File: src/m68ea_pkg.sv
// Shared types and codes for the 68020 effective address unit.
// No dependencies; imported by every module of the block.
package m68ea_pkg;

  typedef enum logic [1:0] {
    KIND_DONE    = 2'd0,
    KIND_READ    = 2'd1,
    KIND_ILLEGAL = 2'd2
  } kind_e;

  localparam logic OP_START    = 1'b0;
  localparam logic OP_READ_RSP = 1'b1;

  localparam logic [2:0] MODE_AIND    = 3'd2;
  localparam logic [2:0] MODE_POSTINC = 3'd3;
  localparam logic [2:0] MODE_PREDEC  = 3'd4;
  localparam logic [2:0] MODE_DISP    = 3'd5;
  localparam logic [2:0] MODE_INDEX   = 3'd6;
  localparam logic [2:0] MODE_SPECIAL = 3'd7;

  localparam logic [2:0] REG_ABS_W    = 3'd0;
  localparam logic [2:0] REG_ABS_L    = 3'd1;
  localparam logic [2:0] REG_PC_DISP  = 3'd2;
  localparam logic [2:0] REG_PC_INDEX = 3'd3;
  localparam logic [2:0] REG_A7       = 3'd7;

  // full extension word displacement size codes
  localparam logic [1:0] DSZ_RESERVED = 2'd0;
  localparam logic [1:0] DSZ_NULL     = 2'd1;

  localparam logic [2:0] SIZE_NONE = 3'd0;
  localparam logic [2:0] SIZE_BYTE = 3'd1;
  localparam logic [2:0] SIZE_WORD = 3'd2;

  typedef struct packed {
    logic        op;
    logic [2:0]  mode;
    logic [2:0]  reg_num;
    logic [2:0]  size_bytes;
    logic        is_write;
    logic [31:0] areg_value;
    logic [31:0] index_value;
    logic [31:0] pc_value;
    logic [15:0] ext_word;
    logic [31:0] displacement;
    logic [31:0] outer_disp;
    logic [31:0] read_data;
  } ea_item_t;

  typedef struct packed {
    kind_e       kind;
    logic [31:0] address;
    logic        areg_write;
    logic [31:0] new_areg;
  } ea_result_t;

  typedef struct packed {
    logic        pending;
    logic        pending_post;
    logic [31:0] saved_index;
    logic [31:0] saved_outer;
  } ea_state_t;

endpackage

File: src/m68020_effective_address.sv
// 68020 effective address unit: input register, calculation, output register.
// The result is computed from the input register and captured in the output register,
// from which it transfers out. Throughput: one item per cycle while the output is not
// stalled; input and output registers each pass one item per edge.
// A read response with nothing pending is consumed and gives no result.
// Reset clears both valid flags and the pending indirection state.
module m68020_effective_address (
  input  logic               clk_i,
  input  logic               rst_ni,
  input  logic               in_valid_i,
  output logic               in_stall_o,
  input  logic               op_i,
  input  logic [2:0]         mode_i,
  input  logic [2:0]         reg_num_i,
  input  logic [2:0]         size_bytes_i,
  input  logic               is_write_i,
  input  logic [31:0]        areg_value_i,
  input  logic [31:0]        index_value_i,
  input  logic [31:0]        pc_value_i,
  input  logic [15:0]        ext_word_i,
  input  logic signed [31:0] displacement_i,
  input  logic signed [31:0] outer_disp_i,
  input  logic [31:0]        read_data_i,
  output logic               out_valid_o,
  input  logic               out_stall_i,
  output logic [1:0]         kind_o,
  output logic [31:0]        address_o,
  output logic               areg_write_o,
  output logic [31:0]        new_areg_o
);
  import m68ea_pkg::*;

  ea_item_t   item_q;
  logic       item_valid_q, item_valid_d;
  ea_state_t  state_q, state_d, calc_state;
  ea_result_t calc_result, out_result;
  logic       has_result, out_ready, item_go, in_xfer;

  // advance when the output can take the result, or there is none to give
  assign item_go    = item_valid_q && (out_ready || !has_result);
  assign in_stall_o = item_valid_q && !item_go;
  assign in_xfer    = in_valid_i && !in_stall_o;

  always_comb begin
    item_valid_d = item_valid_q;
    if (in_xfer) begin
      item_valid_d = 1'b1;
    end else if (item_go) begin
      item_valid_d = 1'b0;
    end
    state_d = item_go ? calc_state : state_q;
  end

  always_ff @(posedge clk_i or negedge rst_ni) begin
    if (!rst_ni) begin
      item_valid_q <= 1'b0;
      state_q      <= '0;
    end else begin
      item_valid_q <= item_valid_d;
      state_q      <= state_d;
    end
  end

  always_ff @(posedge clk_i) begin
    if (in_xfer) begin
      item_q <= '{op: op_i, mode: mode_i, reg_num: reg_num_i, size_bytes: size_bytes_i,
                  is_write: is_write_i, areg_value: areg_value_i,
                  index_value: index_value_i, pc_value: pc_value_i,
                  ext_word: ext_word_i, displacement: displacement_i,
                  outer_disp: outer_disp_i, read_data: read_data_i};
    end
  end

  m68ea_calc u_calc (
    .item_i      (item_q),
    .state_i     (state_q),
    .result_o    (calc_result),
    .has_result_o(has_result),
    .state_o     (calc_state)
  );

  m68ea_out_reg u_out (
    .clk_i   (clk_i),
    .rst_ni  (rst_ni),
    .load_i  (item_valid_q && has_result),
    .result_i(calc_result),
    .stall_i (out_stall_i),
    .ready_o (out_ready),
    .valid_o (out_valid_o),
    .result_o(out_result)
  );

  assign kind_o       = out_result.kind;
  assign address_o    = out_result.address;
  assign areg_write_o = out_result.areg_write;
  assign new_areg_o   = out_result.new_areg;

endmodule

File: src/m68ea_calc.sv
// Combinational address calculation for one registered item.
// Depends on m68ea_pkg; produces the result and the next indirection state.
module m68ea_calc (
  input  m68ea_pkg::ea_item_t   item_i,
  input  m68ea_pkg::ea_state_t  state_i,
  output m68ea_pkg::ea_result_t result_o,
  output logic                  has_result_o,
  output m68ea_pkg::ea_state_t  state_o
);
  import m68ea_pkg::*;

  logic [15:0] ext;
  logic [31:0] base_raw, idx_w, sidx, d8, bd, od, base_f, sidx_f;
  logic [1:0]  bdc, odc;
  logic        post, isup, bsup;
  logic [2:0]  step;
  logic [31:0] step_w;

  ea_result_t  xres;
  ea_state_t   xstate;

  assign ext      = item_i.ext_word;
  assign base_raw = (item_i.mode == MODE_INDEX) ? item_i.areg_value : item_i.pc_value;
  assign idx_w    = ext[11] ? item_i.index_value
                            : {{16{item_i.index_value[15]}}, item_i.index_value[15:0]};
  assign sidx     = idx_w << ext[10:9];
  assign d8       = {{24{ext[7]}}, ext[7:0]};
  assign bdc      = ext[5:4];
  assign odc      = ext[1:0];
  assign post     = ext[2];
  assign isup     = ext[6];
  assign bsup     = ext[7];
  assign bd       = (bdc == DSZ_NULL) ? 32'd0 : item_i.displacement;
  assign od       = (odc == DSZ_NULL) ? 32'd0 : item_i.outer_disp;
  assign base_f   = bsup ? 32'd0 : base_raw;
  assign sidx_f   = isup ? 32'd0 : sidx;

  // A7 stays word aligned for byte operands
  assign step   = (item_i.reg_num == REG_A7 && item_i.size_bytes == SIZE_BYTE)
                  ? SIZE_WORD : item_i.size_bytes;
  assign step_w = {29'd0, step};

  // indexed forms, brief and full
  always_comb begin
    xres   = '{kind: KIND_ILLEGAL, address: 32'd0, areg_write: 1'b0, new_areg: 32'd0};
    xstate = '0;
    if (!ext[8]) begin
      xres.kind    = KIND_DONE;
      xres.address = base_raw + sidx + d8;
    end else if (ext[3] || bdc == DSZ_RESERVED || (isup && post)
                 || (odc == DSZ_RESERVED && post)) begin
      xres.kind = KIND_ILLEGAL;
    end else if (odc == DSZ_RESERVED) begin
      xres.kind    = KIND_DONE;
      xres.address = base_f + sidx_f + bd;
    end else begin
      xres.kind           = KIND_READ;
      xres.address        = base_f + (post ? 32'd0 : sidx_f) + bd;
      xstate.pending      = 1'b1;
      xstate.pending_post = post;
      xstate.saved_index  = post ? sidx_f : 32'd0;
      xstate.saved_outer  = od;
    end
  end

  always_comb begin
    result_o     = '{kind: KIND_ILLEGAL, address: 32'd0, areg_write: 1'b0, new_areg: 32'd0};
    has_result_o = 1'b1;
    state_o      = '0;
    if (item_i.op == OP_READ_RSP) begin
      if (!state_i.pending) begin
        has_result_o = 1'b0;
        state_o      = state_i;
      end else begin
        result_o.kind    = KIND_DONE;
        result_o.address = item_i.read_data
                           + (state_i.pending_post ? state_i.saved_index : 32'd0)
                           + state_i.saved_outer;
      end
    end else begin
      case (item_i.mode)
        MODE_AIND: begin
          result_o.kind    = KIND_DONE;
          result_o.address = item_i.areg_value;
        end
        MODE_POSTINC: begin
          if (item_i.size_bytes != SIZE_NONE) begin
            result_o.kind       = KIND_DONE;
            result_o.address    = item_i.areg_value;
            result_o.areg_write = 1'b1;
            result_o.new_areg   = item_i.areg_value + step_w;
          end
        end
        MODE_PREDEC: begin
          if (item_i.size_bytes != SIZE_NONE) begin
            result_o.kind       = KIND_DONE;
            result_o.address    = item_i.areg_value - step_w;
            result_o.areg_write = 1'b1;
            result_o.new_areg   = item_i.areg_value - step_w;
          end
        end
        MODE_DISP: begin
          result_o.kind    = KIND_DONE;
          result_o.address = item_i.areg_value + item_i.displacement;
        end
        MODE_INDEX: begin
          result_o = xres;
          state_o  = xstate;
        end
        MODE_SPECIAL: begin
          case (item_i.reg_num)
            REG_ABS_W, REG_ABS_L: begin
              result_o.kind    = KIND_DONE;
              result_o.address = item_i.displacement;
            end
            REG_PC_DISP: begin
              if (!item_i.is_write) begin
                result_o.kind    = KIND_DONE;
                result_o.address = item_i.pc_value + item_i.displacement;
              end
            end
            REG_PC_INDEX: begin
              if (!item_i.is_write) begin
                result_o = xres;
                state_o  = xstate;
              end
            end
            default: ;
          endcase
        end
        default: ;
      endcase
      // illegal results never leave an indirection behind
      if (result_o.kind == KIND_ILLEGAL) begin
        state_o = '0;
      end
    end
  end

endmodule

File: src/m68ea_out_reg.sv
// Output register of the address unit: holds one result until transfer.
// Depends on m68ea_pkg for the result type.
module m68ea_out_reg (
  input  logic                  clk_i,
  input  logic                  rst_ni,
  input  logic                  load_i,
  input  m68ea_pkg::ea_result_t result_i,
  input  logic                  stall_i,
  output logic                  ready_o,
  output logic                  valid_o,
  output m68ea_pkg::ea_result_t result_o
);
  import m68ea_pkg::*;

  logic       valid_q, valid_d;
  ea_result_t result_q;

  assign ready_o = !valid_q || !stall_i;

  always_comb begin
    valid_d = valid_q;
    if (ready_o) begin
      valid_d = load_i;
    end
  end

  always_ff @(posedge clk_i or negedge rst_ni) begin
    if (!rst_ni) begin
      valid_q <= 1'b0;
    end else begin
      valid_q <= valid_d;
    end
  end

  // hold payload while stalled
  always_ff @(posedge clk_i) begin
    if (ready_o && load_i) begin
      result_q <= result_i;
    end
  end

  assign valid_o  = valid_q;
  assign result_o = result_q;

endmodule

File: config.mk
export PLATFORM = sky130hd
export DESIGN_NAME = m68020_effective_address
export DESIGN_NICKNAME = d
export VERILOG_FILES = /design/src/m68ea_pkg.sv /design/src/m68020_effective_address.sv /design/src/m68ea_calc.sv /design/src/m68ea_out_reg.sv
export SDC_FILE = /design/constraint.sdc
export NUM_CORES = 1
export LEC_CHECK = 0
export BUFFER_PORTS_ARGS = -buffer_cell sky130_fd_sc_hd__buf_2
export CORE_AREA = 2 2 222 334
export CTS_BUF_LIST = sky130_fd_sc_hd__clkbuf_8
export CTS_CLUSTER_SIZE = 12
export DETAILED_ROUTE_END_ITERATION = 7
export DIE_AREA = 0 0 224 336
export PLACE_DENSITY = 0.54
export SLEW_MARGIN = 40
export SYNTH_ARGS = -nofsm -noshare
export SYNTH_HDL_FRONTEND = slang
export SYNTH_SLANG_ARGS = --single-unit
File: constraint.sdc
create_clock -name clk_i -period 26.4 [get_ports clk_i]
set_clock_uncertainty 0.1 [all_clocks]
set_input_delay 3.96 -clock clk_i [delete_from_list [all_inputs] [get_ports clk_i]]
set_output_delay 3.96 -clock clk_i [all_outputs]
set_load 0.05 [all_outputs]
# Yosys cells after proc, flatten, opt, wreduce, memory -nomap -nowiden
# Cells that the tools add are included.
# totals
register_bits	350
in_bits	223
elab_cells	113
output_inout_bits	69
# classes
mux	38
reduce_logical	25
add_sub_neg	12
n_shift	1
eq_ne	15
# ops
op	n
$mux 66	7
$add 32x32->32	10
$mux 32	10
$pmux 34 s6	1
$mux 67	3
$mux 34	5
$pmux 66 s2	1
$pmux 34 s3	1
$pmux 33 s3	1
$mux 33	2
$mux 65	1
$add 32x3->32	1
$shl 32x2->32	1
$sub 32x3->32	1
$eq 3x3->1 const B	5
$eq 3x2->1 const B	4
$logic_and 1x1->1	8
$eq 3x1->1 const B	2
$logic_not 1->1	5
$logic_or 1x1->1	5
$eq 2x1->1 const B	2
$logic_not 2->1	2
$mux 1	4
$logic_not 3->1	1
8 further kinds	8

# Depth between registers and ports, before layout
# logic_depth
depth_word	16
depth_mapped	25
ltp_nobuf	22

# Hierarchy
# A second synthesis with hierarchy kept.
# hier_totals
cells_unflattened	3202
area_unflattened_um2	30753.2
# modules_own_cells
mod	cells_each	area_per_inst_um2	instances	seq_area_each_um2
m68ea_calc	2765	19388.6	1	0.0
m68020_effective_address	366	9305.2	1	8252.9
m68ea_out_reg	71	2059.5	1	2037.0

# Worst setup path after synthesis
# Ideal clock, no wire load.
# synth_timing
path_kind	input to register
start	input out_stall_i
end	register item_q[0] (netlist bit) (enable)
n_path_buf	0
t_required_ns	25.486
cell_stages	3
arrival_ns	13.757
slack_ns	11.729
setup_ns	0.814
cell_sequence	nand2_1 -> nor2_1 -> nor2b_1
# synth_via
elab_chain_cells	8
# synth_rtl
item	line	source
from (decl)	m68020_effective_address.sv:25	input logic out_stall_i,
$logic_not 1->1	m68ea_out_reg.sv:18	assign ready_o = !valid_q || !stall_i;
$logic_or 1x1->1	m68ea_out_reg.sv:18	
$logic_or 1x1->1	m68020_effective_address.sv:40	assign item_go = item_valid_q && (out_ready || !has_result);
$logic_and 1x1->1	m68020_effective_address.sv:40	
$logic_not 1->1	m68020_effective_address.sv:41	assign in_stall_o = item_valid_q && !item_go;
$logic_and 1x1->1	m68020_effective_address.sv:41	
net in_stall_o	m68020_effective_address.sv:11	output logic in_stall_o,
$logic_not 1->1	m68020_effective_address.sv:42	assign in_xfer = in_valid_i && !in_stall_o;
$logic_and 1x1->1	m68020_effective_address.sv:42	
net in_xfer	m68020_effective_address.sv:37	logic has_result, out_ready, item_go, in_xfer;
to (signal assigned)	m68020_effective_address.sv:66	item_q <= '{op: op_i, mode: mode_i, reg_num: reg_num_i, size_bytes: size_bytes_i,
to (decl)	m68020_effective_address.sv:33	ea_item_t item_q;
# The timed path passes the listed nets, and every way through them passes these cells.
# A chain may end at the register's enable or synchronous reset.

# Worst setup path after layout
# layout_timing
start	input out_stall_i
end	output in_stall_o
# layout_via
elab_chain_cells	6
# layout_rtl
item	line
$logic_not 1->1	m68ea_out_reg.sv:18
$logic_or 1x1->1	m68ea_out_reg.sv:18
$logic_or 1x1->1	m68020_effective_address.sv:40
$logic_and 1x1->1	m68020_effective_address.sv:40
$logic_not 1->1	m68020_effective_address.sv:41
$logic_and 1x1->1	m68020_effective_address.sv:41
to (decl)	m68020_effective_address.sv:11
# Every way passes these cells.

==> results.md <==
- The number of slew-limit violations in the final report is 0.
- After clock tree synthesis, the clock-pin slew on the worst setup and hold paths is roughly 0.060 ns.
- For the worst setup path, the data required time is about 22 ns.
- Dividing the final minimum period by the clock period gives 0.3348.
- The power density of the placed cells is 54.53 mW/mm^2.
- The switching power is ~0.66 mW.
- Across the VDD grid, the largest voltage drop is ~0.034 mV.
- Across the run, the number of max-cap violations was 0.
- The floorplan step defined a core boundary enclosing slightly above 0.07 sq mm.
- Counting instances in the post-synthesis netlist gives the leading cell types as sky130_fd_sc_hd__edfxtp_1 (282), sky130_fd_sc_hd__nand2_1 (257), sky130_fd_sc_hd__inv_1 (251), sky130_fd_sc_hd__nor2_1 (226), sky130_fd_sc_hd__a21oi_1 (221).
- The switching power as a share of total power is 0.3766.
- The count of state elements after synthesis is between 300 and 400.
- The top cell type by total area after synthesis is sky130_fd_sc_hd__edfxtp_1.
- The detailed-router iteration count before antenna repair is 6.
- In this run, placement finished with an instance count of approximately 4000.
- The clock tree buffer depth is 3.
- The fmax is around 110 MHz.
- The share of total power dissipated in combinational logic is 0.370.
- The combined area of the multi-input logic cells is between 0.015 and 0.02 sq mm.
- Compared with the post-synthesis result, the final layout area differs by 12.18%.
- Counting the fill cells in the layout gives approximately 7000.
- The final-report setup violation count is 0.
- Of the total power, the clock network draws 0.256.
- The count of nets left with antenna violations once routing finished came out at 0.
- The die outline width is between 200 and 250 microns.
- The internal power contribution is about 1.1 mW.
- The count of buffers added by post-CTS timing repair for setup is 0.
- The share of flip-flops with an asynchronous set or reset is 0.1943.
- The remaining global-route overflow is 0.
- Clock tree synthesis found a total of between 300 and 400 sinks.
- The number of remaining DRC errors is 0.
- During synthesis, Yosys emitted a total of 0 warnings.
- In the post-synthesis netlist, the biggest area contributors are sky130_fd_sc_hd__edfxtp_1 (30%), sky130_fd_sc_hd__fa_1 (9.2%), sky130_fd_sc_hd__ha_1 (8.2%), sky130_fd_sc_hd__dfrtp_1 (5.9%), sky130_fd_sc_hd__a21oi_1 (3.9%).
- The worst hold path depth is 1.
- After the flow finishes, the layout carries non-filler instances totaling ~4200.
- Yosys mapped a number of flops with a built-in enable equal to between 200 and 300.
- The cell count after synthesis came out at 3003.
- The post-synthesis xor/xnor area fraction is 0.05615.
- The largest fanout on the critical path is 5.
- The violation count after the first detailed-routing iteration is 1477.
- The share of the synthesized area in compound gates (AO/OA/AOI/OAI) came to 0.2035.
- The detailed-route vias per instance is around 5.7.
- The congestion estimate from routability-driven global placement came to between 0.9 and 1.
- Setup repair after global routing left no endpoint under its margin.
- Measured on the finished design, the core utilization comes to 0.4458.
- Of the total synthesized cell area, the portion taken by full adders, half adders and majority gates is 0.1745.
- The deepest level of the CTS H-tree is 2.
- The via count of the first global-routing pass was roughly 25000.
- The number of buffers created by CTS is 56.
- By area, the combinational part of the netlist is dominated by compound AO/OA/AOI/OAI gates.
- The share of synthesized area in the top cell type comes to 0.2951.
- The TritonCTS clock tree is built.
- The min-delay analysis places its worst path in the category reg2reg.
- The post-synthesis area per instance is 9.557 sq um.
- The wire length per cell after detailed routing is ~23 microns.
- STA classifies the critical path endpoint as an output port.
- Across all layers, the routed design uses ~24000 vias.
- Yosys mapped the design onto 90 distinct sky130hd cell types.
- Of the total synthesized cell area, the portion taken by AND, OR, NAND and NOR gates is 0.1339.
- Entering global routing, the biggest net connects 73 pins.
- The vertical die dimension is ~340 microns.
- The type of the worst setup path is in2out.
- The minimum period implied by the final worst setup slack is 8.840 ns.
- Setup total negative slack on the finished layout was measured at 0 ns.
- The site row count is 121.
- The wire length reported by the detailed router is around 98000 microns.
- The clock latency of the later-clocked register in the worst-skew pair is 0.70 ns.
- The post-synthesis net count is 3547.
- The first global-routing pass estimated ~150000 microns of wire.
- The fraction of layout instances using a drive strength above 1 is 0.1406.
- In the post-synthesis netlist, the cell with the most instances is sky130_fd_sc_hd__edfxtp_1.
- The final layout net count is 3802.
- The count of endpoints failing hold in the final timing report came to 0.
- The arrival time of the worst setup path is approximately 4.8 ns.
- The portion of total power attributed to sequential cells is 0.374.
- For this run, the total global-route usage over all layers was measured as 0.2597.
- The run finished with clean final reports.
- The number of hold buffers added after cts is 0.
- The mux contribution to synthesized area is 0.02633.
- The number of instances resized during post-cts repair is 0.
- For the pin with the worst max-slew slack, the measured transition is ~0.96 ns.
- Buffers placed on the I/O ports in this run total between 200 and 300.
- The combined area of all synthesized cells is 0.02870 sq mm.
- The leakage power summed over all cells is ~15 nW.
- The sequential cells in the finished layout cover a total of between 0.01 and 0.015 sq mm.
- STA classifies the critical path startpoint as an input port.
- After legalization and detailed placement, the total HPWL measured around 78000 microns.
- For this run, the register share of the synthesized area comes to 0.3544.
- For this configuration, the core starts out at a cell density of 0.3974.
- The total I/O pin count is 292.
- The worst pin sits at a relative slew slack of 0.3519.
- The floorplan step defined a die boundary enclosing ~0.075 sq mm.
- The root cell of the clock tree is sky130_fd_sc_hd__clkbuf_8.
- The initial antenna violation count is 1.
- Measured in cells, the most critical reg-to-reg path has a length of 20.
- The commonest register cell after synthesis is sky130_fd_sc_hd__edfxtp_1.
power by group through the flow:
stage | Sequential, mW | Clock (mW) | Combinational [mW]
6_report | 0.657 | 0.449 | 0.649
3_3_place_gp | 0.668 | 0 | 0.631
2_1_floorplan | 0.673 | 0 | 0.450
5_1_grt | 0.660 | 0.487 | 0.714
4_1_cts | 0.657 | 0.466 | 0.642
3_5_place_dp | 0.668 | 0 | 0.637
worst max-delay path, cell delays in order:
cell and delay (ns):
sky130_fd_sc_hd__buf_2 0.07, sky130_fd_sc_hd__nand2_1 0.13, sky130_fd_sc_hd__nor2_1 0.29, sky130_fd_sc_hd__buf_2 0.33
registers in the layout (all words and copies together) (netlist names):
name            count
item_q            215
item_valid_q        1
state_q            66
u_out.result_o     67
u_out.valid_o       1
metrics by stage:
step | instance area (sq um) | setup slack [ns] | power, mW | hold slack [ns]
after global placement | 31100 | 17.56 | 1.299 | 0.3561
after floorplan | 28700 | 11.73 | 1.124 | 0.3424
final | 32190 | 17.56 | 1.756 | 0.3615
after detailed placement | 31120 | 17.55 | 1.305 | 0.3560
after CTS | 32160 | 17.55 | 1.765 | 0.3655
after global routing | 32190 | 17.48 | 1.862 | 0.3697
layer usage:
metal  up-vias  track usage  wire [microns]
met1     11580       0.3320           42110
met5         -            0               0
met4         0       0.1096            4310
met2       803       0.4437           46970
met3       190      0.03137            4934
li1      11420            -               -
layout make-up:
class / count / share of cell area
flip-flops and latches: 350 / 0.3159
inverters: 252 / 0.02946
clock buffers: 62 / 0.02651
multi-input cells: 2271 / 0.5315
clock inverters: 39 / 0.005985
diodes: 1 / 0.00007773
well taps: 922 / 0.03583
repair buffers: 327 / 0.05468
worst paths after layout:
kind                                       start                           end  slack (ns)
max in group asynchronous                 rst_ni       state_q[64]$_DFFE_PN0P_       22.37
setup / recovery                     out_stall_i                    in_stall_o       17.56
hold / removal              item_q[39]$_DFFE_PP_        state_q[7]$_DFFE_PN0P_        0.36
min in group asynchronous                 rst_ni        state_q[2]$_DFFE_PN0P_        3.27
hold reg to reg             item_q[39]$_DFFE_PP_        state_q[7]$_DFFE_PN0P_        0.36
setup reg to reg           item_q[106]$_DFFE_PP_  u_out.result_o[61]$_DFFE_PP_       19.81
layout by cell type, fill, tap and decap left out, types with 43 or more instances in the layout:
cell / instances
sky130_fd_sc_hd__clkbuf_8: 62
sky130_fd_sc_hd__dfrtp_1: 67
sky130_fd_sc_hd__a211oi_1: 47
sky130_fd_sc_hd__edfxtp_1: 282
sky130_fd_sc_hd__nor2_1: 223
sky130_fd_sc_hd__fa_1: 132
sky130_fd_sc_hd__inv_1: 262
sky130_fd_sc_hd__and2_1: 43
sky130_fd_sc_hd__nor3_1: 45
sky130_fd_sc_hd__a21oi_1: 220
sky130_fd_sc_hd__ha_1: 189
sky130_fd_sc_hd__a21o_1: 100
sky130_fd_sc_hd__xor2_1: 73
sky130_fd_sc_hd__a22o_1: 45
sky130_fd_sc_hd__o21ai_0: 167
sky130_fd_sc_hd__mux2i_1: 71
sky130_fd_sc_hd__nand2_1: 257
sky130_fd_sc_hd__xnor2_1: 111
sky130_fd_sc_hd__nand3_1: 68
sky130_fd_sc_hd__buf_2: 287
cell families (layout without fill, tap and decap cells):
logic type               Yosys count  in the layout
other                              0              1
adder cells (fa/ha/maj)          321            321
AND/OR/NAND/NOR                  812            812
XOR/XNOR                         184            184
buffers and inverters            382            680
flip-flops                       350            350
multiplexers                      75             75
AO/OA/AOI/OAI                    879            879
No activity file was read; power rests on OpenSTA's default activity.
